===== config.mk =====
export PLATFORM = sky130hd
export DESIGN_NAME = lin_responder_frame_engine_flat
export DESIGN_NICKNAME = d
export VERILOG_FILES = /design/src/design/lrfe_pkg.sv /design/src/design/lrfe_if.sv /design/src/design/lrfe_cfg.sv /design/src/design/lrfe_txmem.sv /design/src/design/lrfe_ctrl.sv /design/src/design/lin_responder_frame_engine.sv /design/src/flat_wrapper.sv
export SDC_FILE = /design/constraint.sdc
export NUM_CORES = 1
export LEC_CHECK = 0
export CAP_MARGIN = 30
export CORE_ASPECT_RATIO = 2
export CORE_MARGIN = 3
export CORE_UTILIZATION = 50
export CTS_CLUSTER_DIAMETER = 200
export CTS_CLUSTER_SIZE = 8
export DETAILED_ROUTE_END_ITERATION = 7
export DONT_BUFFER_PORTS = 1
export MAX_ROUTING_LAYER = met4
export PLACE_DENSITY = 0.62
export SYNTH_ARGS = -nofsm -noshare
export SYNTH_HDL_FRONTEND = slang
export SYNTH_HIERARCHICAL = 1
export SYNTH_SLANG_ARGS = --single-unit

===== constraint.sdc =====
create_clock -name i_clk -period 6.7 [get_ports i_clk]
set_input_delay 0.67 -clock i_clk [delete_from_list [all_inputs] [get_ports i_clk]]
set_output_delay 0.67 -clock i_clk [all_outputs]
set_load 0.005 [all_outputs]

===== src/design/lrfe_pkg.sv =====
`default_nettype none

package lrfe_pkg;

    localparam int TABLE_REGS      = 4;
    localparam int ENTRY_W         = 14;
    localparam int TMO_W           = 16;
    localparam int FUNC_W          = 2;
    localparam int BYTE_W          = 8;
    localparam int SLOT_W          = 3;
    localparam int KIND_W          = 3;
    localparam int IDX_W           = 2;
    localparam int POS_W           = 4;
    localparam int SUM_W           = 12;
    localparam int REG_IDX_W       = 3;
    localparam int PADDR_W         = REG_IDX_W + 2;
    localparam int PDATA_W         = 32;

    localparam int DEF_NUM_ENTRIES = 4;
    localparam int DEF_MAX_DATA    = 8;

    localparam logic [TMO_W-1:0] TMO_RESET = 16'd1000;

    localparam int ENT_LEN_LSB = 8;
    localparam int ENT_RX_BIT  = 12;
    localparam int ENT_VLD_BIT = 13;

    typedef enum logic [FUNC_W-1:0] {
        FUNC_HDR  = 2'd0,
        FUNC_BYTE = 2'd1,
        FUNC_TICK = 2'd2,
        FUNC_TXWR = 2'd3
    } t_func;

    typedef enum logic [KIND_W-1:0] {
        KIND_TX      = 3'd0,
        KIND_RX      = 3'd1,
        KIND_RX_GOOD = 3'd2,
        KIND_RX_BAD  = 3'd3,
        KIND_UNKNOWN = 3'd4,
        KIND_TIMEOUT = 3'd5
    } t_kind;

    typedef enum logic [REG_IDX_W-1:0] {
        REG_ENTRY0  = 3'd0,
        REG_ENTRY1  = 3'd1,
        REG_ENTRY2  = 3'd2,
        REG_ENTRY3  = 3'd3,
        REG_TIMEOUT = 3'd4
    } t_reg;

    typedef struct packed {
        logic [TABLE_REGS-1:0][ENTRY_W-1:0] entry;
        logic [TMO_W-1:0]                   timeout;
    } t_cfg;

    typedef struct packed {
        logic              rd;
        logic [SLOT_W-1:0] raddr;
        logic              wr;
        logic [SLOT_W-1:0] waddr;
        logic [BYTE_W-1:0] wdata;
    } t_txm_req;

    // enhanced checksum: fold carries into the low byte twice, then invert
    function automatic logic [BYTE_W-1:0] fold_checksum(input logic [SUM_W-1:0] s);
        logic [BYTE_W:0] s1;
        logic [BYTE_W:0] s2;
        s1 = {1'b0, s[BYTE_W-1:0]} + (BYTE_W+1)'(s[SUM_W-1:BYTE_W]);
        s2 = {1'b0, s1[BYTE_W-1:0]} + (BYTE_W+1)'(s1[BYTE_W]);
        return ~s2[BYTE_W-1:0];
    endfunction

endpackage

`default_nettype wire


===== src/design/lrfe_if.sv =====
`default_nettype none

interface lrfe_in_if;
    import lrfe_pkg::*;

    logic              valid;
    logic              ready;
    logic [FUNC_W-1:0] func;
    logic [BYTE_W-1:0] value;
    logic [SLOT_W-1:0] slot;

    modport source (output valid, func, value, slot, input ready);
    modport sink   (input valid, func, value, slot, output ready);
endinterface

interface lrfe_out_if;
    import lrfe_pkg::*;

    logic              valid;
    logic              ready;
    logic [KIND_W-1:0] kind;
    logic [BYTE_W-1:0] data;
    logic [IDX_W-1:0]  entry_index;
    logic [POS_W-1:0]  byte_position;
    logic              last;

    modport source (output valid, kind, data, entry_index, byte_position, last, input ready);
    modport sink   (input valid, kind, data, entry_index, byte_position, last, output ready);
endinterface

`default_nettype wire


===== src/design/lrfe_cfg.sv =====
`default_nettype none

module lrfe_cfg #(
    parameter int NUM_ENTRIES = lrfe_pkg::DEF_NUM_ENTRIES
) (
    input  logic                         i_clk,
    input  logic                         i_rst_n,
    input  logic                         psel,
    input  logic                         penable,
    input  logic                         pwrite,
    input  logic [lrfe_pkg::PADDR_W-1:0] paddr,
    input  logic [lrfe_pkg::PDATA_W-1:0] pwdata,
    output logic [lrfe_pkg::PDATA_W-1:0] prdata,
    output lrfe_pkg::t_cfg               o_cfg
);
    import lrfe_pkg::*;

    logic                 wr_en;
    logic [REG_IDX_W-1:0] reg_idx;
    logic [TMO_W-1:0]     r_timeout;

    assign wr_en   = psel & penable & pwrite;
    assign reg_idx = paddr[PADDR_W-1:2];

    // entries past NUM_ENTRIES never match, so they are not stored
    for (genvar gi = 0; gi < TABLE_REGS; gi++) begin : g_entry
        if (gi < NUM_ENTRIES) begin : g_reg
            logic [ENTRY_W-1:0] r_ent;
            always_ff @(posedge i_clk) begin
                if (!i_rst_n) begin
                    r_ent <= '0;
                end else if (wr_en && reg_idx == REG_IDX_W'(gi)) begin
                    r_ent <= pwdata[ENTRY_W-1:0];
                end
            end
            assign o_cfg.entry[gi] = r_ent;
        end else begin : g_none
            assign o_cfg.entry[gi] = '0;
        end
    end

    always_ff @(posedge i_clk) begin
        if (!i_rst_n) begin
            r_timeout <= TMO_RESET;
        end else if (wr_en && reg_idx == REG_TIMEOUT) begin
            r_timeout <= pwdata[TMO_W-1:0];
        end
    end

    assign o_cfg.timeout = r_timeout;

    always_comb begin
        case (reg_idx)
            REG_ENTRY0, REG_ENTRY1, REG_ENTRY2, REG_ENTRY3: begin
                prdata = PDATA_W'(o_cfg.entry[reg_idx[IDX_W-1:0]]);
            end
            REG_TIMEOUT: begin
                prdata = PDATA_W'(r_timeout);
            end
            default: begin
                prdata = '0;
            end
        endcase
    end

endmodule

`default_nettype wire


===== src/design/lrfe_txmem.sv =====
`default_nettype none

module lrfe_txmem #(
    parameter int MAX_DATA = lrfe_pkg::DEF_MAX_DATA
) (
    input  logic                        i_clk,
    input  logic                        i_rst_n,
    input  lrfe_pkg::t_txm_req          i_req,
    output logic [lrfe_pkg::BYTE_W-1:0] o_rdata
);
    import lrfe_pkg::*;

    localparam int TX_AW    = (MAX_DATA > 1) ? $clog2(MAX_DATA) : 1;
    localparam int TX_DEPTH = 1 << TX_AW;

    logic [BYTE_W-1:0]   r_mem [TX_DEPTH];
    logic [TX_DEPTH-1:0] r_vld;
    logic [BYTE_W-1:0]   r_rdata;
    logic                wr_hit;
    logic [TX_AW-1:0]    waddr;
    logic [TX_AW-1:0]    raddr;

    assign wr_hit = i_req.wr && (SLOT_W'(i_req.waddr) < SLOT_W'(TX_DEPTH - 1) ||
                                 SLOT_W'(i_req.waddr) == SLOT_W'(TX_DEPTH - 1));
    assign waddr  = i_req.waddr[TX_AW-1:0];
    assign raddr  = i_req.raddr[TX_AW-1:0];

    always_ff @(posedge i_clk) begin
        if (wr_hit) begin
            r_mem[waddr] <= i_req.wdata;
        end
    end

    // unwritten slots read as zero
    always_ff @(posedge i_clk) begin
        if (!i_rst_n) begin
            r_vld <= '0;
        end else if (wr_hit) begin
            r_vld[waddr] <= 1'b1;
        end
    end

    always_ff @(posedge i_clk) begin
        if (i_req.rd) begin
            r_rdata <= r_vld[raddr] ? r_mem[raddr] : '0;
        end
    end

    assign o_rdata = r_rdata;

endmodule

`default_nettype wire


===== src/design/lrfe_ctrl.sv =====
`default_nettype none

module lrfe_ctrl #(
    parameter int NUM_ENTRIES = lrfe_pkg::DEF_NUM_ENTRIES,
    parameter int MAX_DATA    = lrfe_pkg::DEF_MAX_DATA
) (
    input  logic                        i_clk,
    input  logic                        i_rst_n,
    input  lrfe_pkg::t_cfg              i_cfg,
    lrfe_in_if.sink                     i_item,
    lrfe_out_if.source                  o_res,
    output lrfe_pkg::t_txm_req          o_txm,
    input  logic [lrfe_pkg::BYTE_W-1:0] i_txm_rdata
);
    import lrfe_pkg::*;

    typedef enum logic [1:0] {
        ST_IDLE = 2'b01,
        ST_TX   = 2'b10
    } t_state;

    typedef struct packed {
        t_kind             kind;
        logic [BYTE_W-1:0] data;
        logic [IDX_W-1:0]  idx;
        logic [POS_W-1:0]  pos;
        logic              last;
    } t_res;

    localparam logic [POS_W-1:0] MAX_LEN = POS_W'(MAX_DATA);

    function automatic logic [POS_W-1:0] entry_len(input logic [ENTRY_W-1:0] e);
        logic [POS_W-1:0] n;
        n = e[ENT_LEN_LSB +: POS_W];
        return (n > MAX_LEN) ? MAX_LEN : n;
    endfunction

    t_state           r_state,     n_state;
    logic             r_rx_open,   n_rx_open;
    logic [IDX_W-1:0] r_cur,       n_cur;
    logic [POS_W-1:0] r_cnt,       n_cnt;
    logic [SUM_W-1:0] r_sum,       n_sum;
    logic [TMO_W-1:0] r_tmo,       n_tmo;
    logic [POS_W-1:0] r_len,       n_len;
    logic [POS_W-1:0] r_pos,       n_pos;
    logic [SUM_W-1:0] r_tsum,      n_tsum;
    logic             r_out_valid, n_out_valid;
    t_res             r_out,       n_out;

    logic               out_free;
    logic               acc;
    logic               hit;
    logic [IDX_W-1:0]   hit_idx;
    logic [ENTRY_W-1:0] hit_e;
    logic [ENTRY_W-1:0] cur_e;
    logic [POS_W-1:0]   cur_len;
    logic [POS_W-1:0]   pos_nx;

    assign out_free     = !r_out_valid || o_res.ready;
    assign i_item.ready = (r_state == ST_IDLE) && out_free;
    assign acc          = i_item.valid && i_item.ready;

    // lowest valid matching entry wins
    always_comb begin
        hit     = 1'b0;
        hit_idx = '0;
        for (int i = TABLE_REGS - 1; i >= 0; i--) begin
            if (i < NUM_ENTRIES && i_cfg.entry[i][ENT_VLD_BIT] &&
                i_cfg.entry[i][BYTE_W-1:0] == i_item.value) begin
                hit     = 1'b1;
                hit_idx = IDX_W'(i);
            end
        end
    end

    assign hit_e   = i_cfg.entry[hit_idx];
    assign cur_e   = i_cfg.entry[r_cur];
    assign cur_len = entry_len(cur_e);
    assign pos_nx  = r_pos + POS_W'(1);

    always_comb begin
        n_state     = r_state;
        n_rx_open   = r_rx_open;
        n_cur       = r_cur;
        n_cnt       = r_cnt;
        n_sum       = r_sum;
        n_tmo       = r_tmo;
        n_len       = r_len;
        n_pos       = r_pos;
        n_tsum      = r_tsum;
        n_out_valid = r_out_valid && !o_res.ready;
        n_out       = r_out;
        o_txm       = '0;

        case (r_state)
            ST_IDLE: begin
                if (acc) begin
                    case (i_item.func)
                        FUNC_HDR: begin
                            n_rx_open = 1'b0;
                            n_cnt     = '0;
                            n_sum     = '0;
                            n_tmo     = '0;
                            if (!hit) begin
                                n_out_valid = 1'b1;
                                n_out       = '{KIND_UNKNOWN, '0, '0, '0, 1'b1};
                            end else begin
                                n_cur = hit_idx;
                                if (hit_e[ENT_RX_BIT]) begin
                                    n_rx_open = 1'b1;
                                    n_tmo     = i_cfg.timeout;
                                end else begin
                                    n_state     = ST_TX;
                                    n_len       = entry_len(hit_e);
                                    n_pos       = '0;
                                    n_tsum      = SUM_W'(i_item.value);
                                    o_txm.rd    = (entry_len(hit_e) != '0);
                                    o_txm.raddr = '0;
                                end
                            end
                        end
                        FUNC_BYTE: begin
                            if (r_rx_open) begin
                                n_out_valid = 1'b1;
                                if (r_cnt < cur_len) begin
                                    n_out = '{KIND_RX, i_item.value, r_cur, r_cnt, 1'b1};
                                    n_sum = r_sum + SUM_W'(i_item.value);
                                    n_cnt = r_cnt + POS_W'(1);
                                    n_tmo = i_cfg.timeout;
                                end else begin
                                    if (fold_checksum(r_sum + SUM_W'(cur_e[BYTE_W-1:0])) ==
                                        i_item.value) begin
                                        n_out = '{KIND_RX_GOOD, '0, r_cur, cur_len, 1'b1};
                                    end else begin
                                        n_out = '{KIND_RX_BAD, '0, r_cur, cur_len, 1'b1};
                                    end
                                    n_rx_open = 1'b0;
                                    n_cnt     = '0;
                                    n_sum     = '0;
                                    n_tmo     = '0;
                                end
                            end
                        end
                        FUNC_TICK: begin
                            if (r_rx_open) begin
                                if (r_tmo <= TMO_W'(1)) begin
                                    n_out_valid = 1'b1;
                                    n_out       = '{KIND_TIMEOUT, '0, r_cur, r_cnt, 1'b1};
                                    n_rx_open   = 1'b0;
                                    n_cnt       = '0;
                                    n_sum       = '0;
                                    n_tmo       = '0;
                                end else begin
                                    n_tmo = r_tmo - TMO_W'(1);
                                end
                            end
                        end
                        FUNC_TXWR: begin
                            o_txm.wr    = 1'b1;
                            o_txm.waddr = i_item.slot;
                            o_txm.wdata = i_item.value;
                        end
                        default: begin
                        end
                    endcase
                end
            end
            ST_TX: begin
                if (out_free) begin
                    n_out_valid = 1'b1;
                    if (r_pos < r_len) begin
                        n_out       = '{KIND_TX, i_txm_rdata, r_cur, r_pos, 1'b0};
                        n_tsum      = r_tsum + SUM_W'(i_txm_rdata);
                        n_pos       = pos_nx;
                        o_txm.rd    = (pos_nx < r_len);
                        o_txm.raddr = pos_nx[SLOT_W-1:0];
                    end else begin
                        n_out   = '{KIND_TX, fold_checksum(r_tsum), r_cur, r_len, 1'b1};
                        n_state = ST_IDLE;
                    end
                end
            end
            default: begin
                n_state = ST_IDLE;
            end
        endcase
    end

    always_ff @(posedge i_clk) begin
        if (!i_rst_n) begin
            r_state     <= ST_IDLE;
            r_rx_open   <= 1'b0;
            r_cur       <= '0;
            r_cnt       <= '0;
            r_sum       <= '0;
            r_tmo       <= '0;
            r_out_valid <= 1'b0;
        end else begin
            r_state     <= n_state;
            r_rx_open   <= n_rx_open;
            r_cur       <= n_cur;
            r_cnt       <= n_cnt;
            r_sum       <= n_sum;
            r_tmo       <= n_tmo;
            r_out_valid <= n_out_valid;
        end
    end

    always_ff @(posedge i_clk) begin
        r_len  <= n_len;
        r_pos  <= n_pos;
        r_tsum <= n_tsum;
        r_out  <= n_out;
    end

    assign o_res.valid         = r_out_valid;
    assign o_res.kind          = r_out.kind;
    assign o_res.data          = r_out.data;
    assign o_res.entry_index   = r_out.idx;
    assign o_res.byte_position = r_out.pos;
    assign o_res.last          = r_out.last;

    a_tx_no_rx: assert property (@(posedge i_clk) disable iff (!i_rst_n)
        r_state == ST_TX |-> !r_rx_open)
        else $error("receive frame open during transmit");

    a_tx_pos: assert property (@(posedge i_clk) disable iff (!i_rst_n)
        r_state == ST_TX |-> r_pos <= r_len)
        else $error("transmit position past length");

    a_mem_port: assert property (@(posedge i_clk) disable iff (!i_rst_n)
        o_txm.rd |-> !o_txm.wr)
        else $error("transmit buffer read and write in one cycle");

    a_tx_end: assert property (@(posedge i_clk) disable iff (!i_rst_n)
        (r_state == ST_TX && out_free && r_pos == r_len) |=>
        (r_out_valid && r_out.last && r_state == ST_IDLE))
        else $error("checksum transfer not flagged last");

endmodule

`default_nettype wire


===== src/design/lin_responder_frame_engine.sv =====
// LIN responder frame engine.
// Input channel i_item carries func/value/slot; an item is taken when valid
// and ready are both high. Output channel o_res carries kind, data,
// entry_index, byte_position and last; the final result of each item has
// last set. The table entries and inter-byte timeout sit on an APB port.
// A response byte, tick or unknown header gives its single result in the
// cycle after the transfer; a tick or transmit-buffer write that gives no
// result leaves the input ready. A publish header reads the transmit buffer
// through its single synchronous read port, one byte per cycle unless the
// output stalls; each byte is registered in the buffer, then in the output
// register; the checksum follows, and no item is taken until it is issued.
// Reset clears the frame state, the table, the transmit buffer (reads as
// zero until written) and loads a timeout of 1000 ticks.
// A stalled output holds its result in the output register; the input side
// then stops accepting until that result is transferred.
`default_nettype none

module lin_responder_frame_engine #(
    parameter int NUM_ENTRIES = lrfe_pkg::DEF_NUM_ENTRIES,
    parameter int MAX_DATA    = lrfe_pkg::DEF_MAX_DATA
) (
    input  logic                         i_clk,
    input  logic                         i_rst_n,
    input  logic                         psel,
    input  logic                         penable,
    input  logic                         pwrite,
    input  logic [lrfe_pkg::PADDR_W-1:0] paddr,
    input  logic [lrfe_pkg::PDATA_W-1:0] pwdata,
    output logic [lrfe_pkg::PDATA_W-1:0] prdata,
    output logic                         pready,
    lrfe_in_if.sink                      i_item,
    lrfe_out_if.source                   o_res
);
    import lrfe_pkg::*;

    t_cfg              cfg;
    t_txm_req          txm_req;
    logic [BYTE_W-1:0] txm_rdata;

    assign pready = 1'b1;

    lrfe_cfg #(
        .NUM_ENTRIES (NUM_ENTRIES)
    ) u_cfg (
        .i_clk   (i_clk),
        .i_rst_n (i_rst_n),
        .psel    (psel),
        .penable (penable),
        .pwrite  (pwrite),
        .paddr   (paddr),
        .pwdata  (pwdata),
        .prdata  (prdata),
        .o_cfg   (cfg)
    );

    lrfe_txmem #(
        .MAX_DATA (MAX_DATA)
    ) u_txmem (
        .i_clk   (i_clk),
        .i_rst_n (i_rst_n),
        .i_req   (txm_req),
        .o_rdata (txm_rdata)
    );

    lrfe_ctrl #(
        .NUM_ENTRIES (NUM_ENTRIES),
        .MAX_DATA    (MAX_DATA)
    ) u_ctrl (
        .i_clk       (i_clk),
        .i_rst_n     (i_rst_n),
        .i_cfg       (cfg),
        .i_item      (i_item),
        .o_res       (o_res),
        .o_txm       (txm_req),
        .i_txm_rdata (txm_rdata)
    );

endmodule

`default_nettype wire

===== src/flat_wrapper.sv =====
// flat-port wrapper written by rule: the top's interface ports become plain ports
module lin_responder_frame_engine_flat import lrfe_pkg::*;
#(
    parameter int NUM_ENTRIES = lrfe_pkg::DEF_NUM_ENTRIES,
    parameter int MAX_DATA    = lrfe_pkg::DEF_MAX_DATA
)
  (i_clk, i_rst_n, psel, penable, pwrite, paddr, pwdata, prdata, pready, i_item_valid, i_item_func, i_item_value, i_item_slot, i_item_ready, o_res_valid, o_res_kind, o_res_data, o_res_entry_index, o_res_byte_position, o_res_last, o_res_ready);
  lrfe_in_if i_item_i ();
  lrfe_out_if o_res_i ();
  input  logic i_clk;
  input  logic i_rst_n;
  input  logic psel;
  input  logic penable;
  input  logic pwrite;
  input  logic [lrfe_pkg::PADDR_W-1:0] paddr;
  input  logic [lrfe_pkg::PDATA_W-1:0] pwdata;
  output logic [lrfe_pkg::PDATA_W-1:0] prdata;
  output logic pready;
  input wire logic [$bits(i_item_i.valid)-1:0] i_item_valid;
  input wire logic [$bits(i_item_i.func)-1:0] i_item_func;
  input wire logic [$bits(i_item_i.value)-1:0] i_item_value;
  input wire logic [$bits(i_item_i.slot)-1:0] i_item_slot;
  output wire logic [$bits(i_item_i.ready)-1:0] i_item_ready;
  output wire logic [$bits(o_res_i.valid)-1:0] o_res_valid;
  output wire logic [$bits(o_res_i.kind)-1:0] o_res_kind;
  output wire logic [$bits(o_res_i.data)-1:0] o_res_data;
  output wire logic [$bits(o_res_i.entry_index)-1:0] o_res_entry_index;
  output wire logic [$bits(o_res_i.byte_position)-1:0] o_res_byte_position;
  output wire logic [$bits(o_res_i.last)-1:0] o_res_last;
  input wire logic [$bits(o_res_i.ready)-1:0] o_res_ready;
  assign i_item_i.valid = i_item_valid;
  assign i_item_i.func = i_item_func;
  assign i_item_i.value = i_item_value;
  assign i_item_i.slot = i_item_slot;
  assign i_item_ready = i_item_i.ready;
  assign o_res_valid = o_res_i.valid;
  assign o_res_kind = o_res_i.kind;
  assign o_res_data = o_res_i.data;
  assign o_res_entry_index = o_res_i.entry_index;
  assign o_res_byte_position = o_res_i.byte_position;
  assign o_res_last = o_res_i.last;
  assign o_res_i.ready = o_res_ready;
  lin_responder_frame_engine #(.NUM_ENTRIES(NUM_ENTRIES), .MAX_DATA(MAX_DATA)) u_core (.i_clk(i_clk), .i_rst_n(i_rst_n), .psel(psel), .penable(penable), .pwrite(pwrite), .paddr(paddr), .pwdata(pwdata), .prdata(prdata), .pready(pready), .i_item(i_item_i), .o_res(o_res_i));
endmodule

==> summary.md <==
| Metric | Value |
|---|---|
| Hold-critical path endpoint | u_core/u_cfg/r_timeout[8] |
| Setup CP Type | reg -> reg |
| Core footprint | 0.0259 sq mm |
| Syn Inst Count | 1287 |
| Post-cts gate resize count | 0 |
| Worst skew pair latency | 510 ps |
| Max VDD drop | roughly 0.21 mV |
| Initial antenna violation count | 0 |
| Setup TNS | 0 ps |
| FF+latch count, synth | about 230 |
| Initial Util | ~50% |
| Fillers | around 2.3k |
| Ranking of synthesized cells by area | edfxtp_1 (25%), dfxtp_1 (18%), mux2i_1 (8.7%) |
| Antenna-violating nets left | 0 |
| Share of cells above drive strength 1 | 9.18% |
| Root buf cell | clkbuf_16 |
| Slew Limit Headroom | 32.3% |
| HP Start | i_rst_n |
| Die area | between 0.02 and 0.03 sq mm |
| Synth warn | 6 |
| LEAKAGE | ~5.6 nW |
| Count leader, synth | nand2_1 |
| Placer Congestion | 0.891 |
| RSZ-0062 raised after global routing | false |
| Final setup violation count | 0 |
| Largest net degree at the start of global routing | between 100 and 150 |
| # port buffers | 0 |
| Cell area after layout | 0.0145 sq mm |
| Die W | about 120 microns |
| CTS Buf Count | 34 |
| GRT overflow | 0 |
| Worst setup EP type | flop |
| CTS tree | yes |
| Antenna cells | 0 |
| Synth top area share | roughly a quarter |
| Max cap viols | 0 |
| P per Cell Area | 224 mW/mm^2 |
| Most used DFF post-synth | dfxtp_1 |
| Metal-1 WL | 13000 microns |
| Vias in the first global route | 9673 |
| I/O pin count | between 100 and 150 |
| Worst hold slack | 297 ps |
| Maximum clock rate | 170 MHz |
| Period utilization | 87.6% |
| DRC viols | 0 |
| EDFF count, synth | 110 |
| First-pass GRT wire length | 53300 microns |
| Postcts setup bufs | 0 |
| Num rows | between 80 and 90 |
| Synth top cells by count | nand2_1 (143), dfxtp_1 (118), mux2i_1 (115) |
| Hold Path Depth | 1 |
| Via count | 9540 |
| Syn-to-layout area delta | 8.93% |
| R2R Path End | u_core/u_ctrl/o_res.kind[0] |
| Worst Path Max Fanout | 7 |
| Final critical-path required period | 5870 ps |
| Synthesized cell area | 0.0133 sq mm |
| Post-DP HPWL | 24900 microns |
| Iter 0 DRT Violations | 497 |
| Count of final hold-check violations | 0 |
| H-tree Lvls | 2 |
| Post-place instance area | 0.0135 sq mm |
| Critical path launch point type | flop |
| Gr usage total | between 20% and 30% |
| FFs w/ async S/R, synth | 0% |
| Syn_area_per_cell | between 10 and 15 sq um |
| Detailed Route WL | about 35000 microns |
| Worst Path Required | ~7000 ps |
| Met2 wire length | about 19000 microns |
| Worst path arrival time | roughly 6100 ps |
| Reg2reg path depth | 23 |
| Clk slew on worst S/H paths | 50 ps |
| Vias per std cell | 5.83 |
| Seq/Total Area, Yosys | about 43% |
| Yosys top cell by area | edfxtp_1 |
| Max-slew violations | 0 |
| Die Y | 236 microns |
| Max clock buf depth | 3 |
| Final nets | 1397 |
| Clock skew | 13.4 ps |
| Metal3 WL | 1230 microns |
| Initial DRT Pass Iterations | 5 |
| R2r setup slk | 830 ps |
| Yosys cell types | 74 |
| Run status | complete, no violations |
| Worst Hold Class | in -> reg |
| Num Clock Sinks | between 200 and 250 |
| Highest Signal Layer | met4 |
| Slew @ Worst Pin | 1020 ps |
| Wire length per cell | approximately 21 microns |
| Worst r2r src | u_core/u_ctrl/r_cur[0] |
| Post-CTS Hold Buffers | 0 |
| CP Launch Point | u_core/u_ctrl/r_cur[0] |
[cell families (layout without fill, tap and decap cells)]
family	after synthesis	count (layout)	synth area share (%)
fa+ha+maj	62	62	6.13
xor+xnor	94	94	6.20
other cells	2	17	0.0566
mux	154	154	14.7
simple gates	373	373	13.5
buf+inv	131	125	4.99
compound gates	243	243	11.7
flops	228	228	42.7
[cells in the final DEF (no fill, tap or decap), drive strengths merged, types with 24 or more instances in the layout]
master  netlist  final
a21o         25     25
a21oi        54     54
clkbuf       31     51
dfxtp       118    118
edfxtp      110    110
ha           57     57
inv          47     49
mux2i       116    116
mux4         30     30
nand2       143    143
nand3        31     31
nor2         79     79
nor3         24     24
o21ai        79     79
xnor2        63     63
xor2         31     31
[metal layers]
layer | vias to the layer above | track usage (%)
met5 | - | -
met4 | 0 | 10.1
met3 | 80 | 2.45
met2 | 241 | 45.2
met1 | 4660 | 26.7
li1 | 4559 | -
[flip-flops by register name (all words and copies together), names as in the netlist, 2 cells and up]
name	cells
u_core/u_ctrl/o_res.kind	3
u_core/u_ctrl/r_sum	12
u_core/u_ctrl/r_cnt	4
u_core/u_ctrl/r_tsum	12
u_core/u_cfg/g_entry.g_reg.r_ent	56
u_core/u_txmem/o_rdata	8
u_core/u_cfg/r_timeout	16
u_core/u_ctrl/r_pos	4
u_core/u_ctrl/o_res.byte_position	4
u_core/u_ctrl/r_state	2
u_core/u_ctrl/o_res.entry_index	2
u_core/u_txmem/r_mem	64
u_core/u_ctrl/r_len	4
u_core/u_txmem/r_vld	8
u_core/u_ctrl/r_tmo	16
u_core/u_ctrl/o_res.data	8
u_core/u_ctrl/r_cur	2
[final cells by class]
type	instances	area, sq um	share of cell area (%)
clock buffers	50	911	6.30
clock inverters	4	63.8	0.441
inverters	48	180	1.25
multi-input cells	943	7030	48.6
flip-flops and latches	228	5670	39.2
well taps	340	425	2.94
repair buffers	23	181	1.26
[critical path, cell delays in order (launching register included)]
cell	delay [ps]
dfxtp_1	600
mux4_2	590
ha_1	300
a211o_1	340
a211o_1	290
a21oi_1	130
nor2b_1	60
nor2_1	150
nor2b_1	70
o21a_1	190
xor2_1	270
inv_1	110
fa_1	470
nor2b_1	130
o21ai_0	130
a221oi_1	340
and3_1	230
ha_1	170
ha_1	200
xor2_1	180
xnor2_1	80
nor4_1	280
and3_1	210
a31oi_1	70
[power by group]
group          switching [mW]  total (mW)  internal, mW
clock network           0.608        1.58         0.974
logic                   0.107       0.176        0.0690
registers              0.0142        1.49          1.47
total                   0.729        3.24          2.52
[metrics by stage]
stage               power [mW]  instances  setup WS (ps)  util [%]
floorplan                 1.67       1302           1100         -
finish                    3.24       1636            830      55.9
global route              3.35       1636            528      55.9
CTS                       3.28       1633            844      55.8
global placement          1.68       1577            939      51.9
detailed placement        1.69       1579            863      52.0
[how the worst max path moves through the flow]
stage | to | slack, ps | cells past startpoint
floorplan | u_core/u_ctrl/o_res.kind[0] | 1100 | 25
global placement | u_core/u_ctrl/o_res.kind[0] | 940 | 23
detailed placement | u_core/u_ctrl/o_res.kind[0] | 860 | 23
CTS | u_core/u_ctrl/o_res.kind[0] | 840 | 23
global route | u_core/u_ctrl/o_res.kind[0] | 530 | 23
finish | u_core/u_ctrl/o_res.kind[0] | 830 | 23
No activity file was read; power rests on OpenSTA's default activity.
